$ cat src/hw/rtl/srr_pkg.sv
// shared types and constants of the selective-repeat reorder unit
// no dependencies
package srr_pkg;

	localparam int unsigned SEQ_W = 32;
	localparam int unsigned PAYLOAD_BYTES = 20;
	localparam int unsigned SLOT_DATA_W = PAYLOAD_BYTES * 8;

	localparam logic KIND_ACK = 1'b0;
	localparam logic KIND_DELIVER = 1'b1;

	typedef enum logic [2:0] {
		ST_IDLE,
		ST_CHECK,
		ST_STORE,
		ST_READ,
		ST_EMIT
	} srr_state_t;

	typedef struct packed {
		logic capture;
		logic check;
		logic store;
		logic emit;
	} srr_cmd_t;

	typedef struct packed {
		logic good;
		logic drain;
		logic more;
		logic out_free;
	} srr_sts_t;

endpackage

$ cat src/hw/rtl/srr_ctrl.sv
// controller of the reorder unit: sequences check, store and drain
// depends on srr_pkg
module srr_ctrl
	import srr_pkg::*;
(
	input  logic     clk,
	input  logic     arst_n,
	input  logic     in_valid,
	output logic     in_ready,
	input  srr_sts_t sts,
	output srr_cmd_t cmd
);

	srr_state_t state_q, state_d;

	always_ff @(posedge clk or negedge arst_n) begin
		if (!arst_n) begin
			state_q <= ST_IDLE;
		end else begin
			state_q <= state_d;
		end
	end

	always_comb begin
		state_d = state_q;
		cmd = '0;
		in_ready = 1'b0;
		case (state_q)
			ST_IDLE: begin
				in_ready = 1'b1;
				if (in_valid) begin
					cmd.capture = 1'b1;
					state_d = ST_CHECK;
				end
			end
			ST_CHECK: begin
				cmd.check = 1'b1;
				state_d = sts.good ? ST_STORE : ST_IDLE;
			end
			ST_STORE: begin
				if (sts.out_free) begin
					cmd.store = 1'b1;
					state_d = sts.drain ? ST_READ : ST_IDLE;
				end
			end
			ST_READ: begin
				state_d = ST_EMIT;
			end
			ST_EMIT: begin
				if (sts.out_free) begin
					cmd.emit = 1'b1;
					state_d = sts.more ? ST_READ : ST_IDLE;
				end
			end
			default: begin
				state_d = ST_IDLE;
			end
		endcase
	end

endmodule

$ cat config.mk
export PLATFORM = sky130hd
export DESIGN_NAME = srr_ctrl
export DESIGN_NICKNAME = d
export VERILOG_FILES = /design/src/hw/rtl/srr_pkg.sv /design/src/hw/rtl/srr_ctrl.sv
export SDC_FILE = /design/constraint.sdc
export NUM_CORES = 1
export LEC_CHECK = 0
export BUFFER_PORTS_ARGS = -buffer_cell sky130_fd_sc_hd__buf_2
export CAP_MARGIN = 0
export CELL_PAD_IN_SITES_DETAIL_PLACEMENT = 1
export CELL_PAD_IN_SITES_GLOBAL_PLACEMENT = 2
export CORE_AREA = 2 2 39 41
export DETAILED_ROUTE_END_ITERATION = 12
export DIE_AREA = 0 0 41 43
export PLACE_DENSITY = 0.65
export REMOVE_ABC_BUFFERS = 1
export SYNTH_ARGS = -nofsm -noshare
export SYNTH_HDL_FRONTEND = slang
export SYNTH_SLANG_ARGS = --single-unit
$ cat constraint.sdc
create_clock -name clk -period 1.1 [get_ports clk]
set_input_delay 0.33 -clock clk [delete_from_list [all_inputs] [get_ports clk]]
set_output_delay 0.33 -clock clk [all_outputs]
set_load 0.01 [all_outputs]
# Word level (Yosys, flattened, before mapping)

Cells that the tools add are included.

Logic and storage cells: 24
Bits in registers: 3
Input port bits: 7
Output and inout port bits: 5

Reductions and logical operators: 2
Mux-type cells: 14
Equal/unequal tests: 7

Operator list:

| cell                                                 | count |
|---|---|
| one-hot mux 3 bit (5 select lines)                   | 1 |
| two-way mux 3 bit                                    | 3 |
| two-way mux 1 bit                                    | 7 |
| equality test 3 x 2 -> 1 bit (second input constant) | 2 |
| two-way mux 2 bit                                    | 3 |
| != test 2 bit (second input constant)                | 3 |
| equality test 3 x 1 -> 1 bit (second input constant) | 1 |
| equality test 3 bit (second input constant)          | 1 |
| logical NOT 3 bit                                    | 1 |
| AND reduction 3 bit                                  | 1 |

# Logic depth before layout (Yosys ltp)

Word-level depth: 3
Mapped depth: 4
Depth with buffers taken out: 3

# Worst setup path after synthesis

No wires, ideal clock.

Kind: flip-flop to output port
Start: reg state_q[2]
End: out cmd[3] (netlist name)
Required time: 770 ps
Data arrival time: 948 ps
Path buffers: 1
Path slack: -178 ps
Stages on the path, launching flop included: 4
Cells stage by stage: dfrtp_1 > buf_6 > nor3_2 > and2_1

RTL lines:

| element                  | RTL line       | source |
|---|---|---|
| start: declaration       | srr_ctrl.sv:14 | `srr_state_t state_q, state_d;` |
| start signal: assignment | srr_ctrl.sv:20 | `state_q <= state_d;` |
| end: declaration         | srr_ctrl.sv:11 | `output srr_cmd_t cmd` |

==> metrics <==
Port Buf Inserts 11; Total Nets Final a little under 60; Post-route DRC 0; Setup crit start kind flop; H-tree levels 1; number of instances in the placed design 57; grt total ovfl 0; share of cells above drive strength 1 between 70% and 80%; final core occ approximately a third; Final Hold Viols 0; All-Layer GR Usage between 10% and 20%; vias per inst 4.418; Max Fanout on Critical Path 5; initial DRC count 1; area grow syn2layout 92.82%; CORE AREA between 0.001 and 0.0015 mm2; HPWL Detailed about 560 um; max FFs per register 3; grt met1 use 14.84%; root buf cell clkbuf_4; vias about 300; CP Data Arrival Time 1.12 ns; CTS Buf Count 3; Worst Clk Skew around 0.0021 ns; Worst Path Required slightly below 0.8 ns; peak supply drop around 620 uV; Max clock buf depth 2; Hold Slack 0.3538 ns; Crit Path Category flop to output port; Non-Filler Instances 67; GPL Wtd Cong roughly 0.74; chip height 43 um; die area about 0.0018 mm2; crit path capture type output port; wire length per cell around 12 um; largest registers state_q (3); Final Critical Period 1.445 ns; RSZ-0062 raised after global routing true; register area share after synthesis 33.15%; WL final 811 um; Final WS setup -0.3452 ns; Final setup viols 8; Rel. slew slack between 80% and 90%; Largest Register state_q; floorplan die width between 40 and 50 um; PwrDens 2724 mW/mm2; initial antenna violation count 0; fin area between 400 and 500 um2; top cell type's share of synthesized area about a third; Synth area leader dfrtp_1; clk slew on worst S/H paths ~0.040 ns; max_cap viols 0; Overall Power around 0.0012 W; TritonRoute pass-1 iters 4; vias in the first global route ~290; Clock Sinks 3; antenna diode count 0; largest cells by area after synthesis dfrtp_1 (33%), buf_6 (9.9%), a221oi_2 (6.6%), nand3_1 (4.4%), nor3_1 (4.4%); Clock Latency Late Sink roughly 0.23 ns; failing checks setup timing; # IOs 12; Max Freq 691.9 MHz; max-slew violations 0; initial core utilization between 10% and 20%; Yosys cell types 19; period utilization 131.4%; post-place instance area between 300 and 400 um2; leakage 0.2121 nW; outcome complete, but fails checks; CTS tree yes; Hold Path Class input port to flop; antenna-violating nets left 0; synthesis-stage register bit count 3; slew at the pin with the worst max-slew slack about 0.19 ns; met3 Use GR roughly 1.6%; met2 usage 13.75%; gr busiest metal met1; first-pass GRT wire length about 1200 um; cell area after synthesis around 230 um2; yosys warns 0; post-synthesis average cell area 9.059 um2; largest net degree at the start of global routing 7; post-synthesis cell count 25; Cell Rows 14
==> synth_stat cells, drive strengths merged <==
| master | instances |
|---|---|
| a21oi | 1 |
| a221oi | 1 |
| a31oi | 1 |
| and2 | 1 |
| and3 | 1 |
| and3b | 1 |
| buf | 2 |
| dfrtp | 3 |
| inv | 2 |
| nand2 | 1 |
| nand2b | 1 |
| nand3 | 2 |
| nand3b | 1 |
| nand4 | 1 |
| nor2 | 1 |
| nor3 | 3 |
| o21ai | 1 |
| o31ai | 1 |
==> placed cells by master (no fill, tap or decap), drive strengths merged, types with 2 or more instances in the layout <==
cell type  instances
buf               23
inv                2
nor3               3
clkbuf             4
dfrtp              3
nand3              2
==> critical path, stage by stage (launching register included) <==
cell     delay, ns
dfrtp_2       0.45
nor3_2        0.18
and2_1        0.14
buf_2         0.12
==> where the power goes <==
group / switching [W] / internal [W]
Clock: 0.0000567 / 0.000136
Sequential: 0.0000832 / 0.000167
Combinational: 0.000320 / 0.000426
Total: 0.000460 / 0.000729
==> metal layers <==
| layer | part of all wire [%] | routed length (um) | vias to the layer above |
|---|---|---|---|
| li1 | - | - | 143 |
| met1 | 45 | 363 | 135 |
| met2 | 44 | 358 | 14 |
| met3 | 7.9 | 64 | 4 |
| met4 | 3.1 | 25 | 0 |
| met5 | 0 | 0 | - |
==> worst paths after layout <==
check                                         end  cells past startpoint                   start  slack (ns)
max                                        cmd[3]                      3  state_q[0]$_DFFE_PN0P_       -0.35
min                        state_q[0]$_DFFE_PN0P_                      3                  sts[1]        0.35
max reg2reg                state_q[0]$_DFFE_PN0P_                      6  state_q[1]$_DFFE_PN0P_       -0.18
min reg2reg                state_q[0]$_DFFE_PN0P_                      3  state_q[0]$_DFFE_PN0P_        0.72
max in group asynchronous  state_q[1]$_DFFE_PN0P_                      2                  arst_n        0.56
min in group asynchronous  state_q[0]$_DFFE_PN0P_                      2                  arst_n        0.42
==> layout make-up <==
class,instances,area (um2)
Sequential cell,3,78.83
Inverter,2,10.01
Timing Repair Buffer,24,162.7
Clock buffer,4,26.28
Multi-Input combinational cell,18,138.9
Fill cell,178,947.2
Tap cell,16,20.02
==> stage by stage <==
step	setup slack, ns	setup TNS (ns)
after floorplan	-0.1839	-0.2679
after global placement	-0.1051	-0.3394
after detailed placement	-0.1257	-0.4147
after CTS	-0.3596	-1.750
after global routing	-0.4170	-2.309
final	-0.3452	-1.895
==> cell families after synthesis <==
| group | share of synthesized area, % |
|---|---|
| buffers and inverters | 13.26 |
| AOI/OAI and AO/OA | 18.78 |
| DFF | 33.15 |
| and+or+nand+nor | 34.81 |
==> timing repair <==
item                                    in CTS  in global routing
buffers inserted                             2                  3
pin swaps                                    4                  3
gates resized for setup                      2                  8
hold buffers                                 1                  0
endpoints found under the setup margin       6                  7
endpoints found under the hold margin        3                  0
No activity file was read; power rests on OpenSTA's default activity.
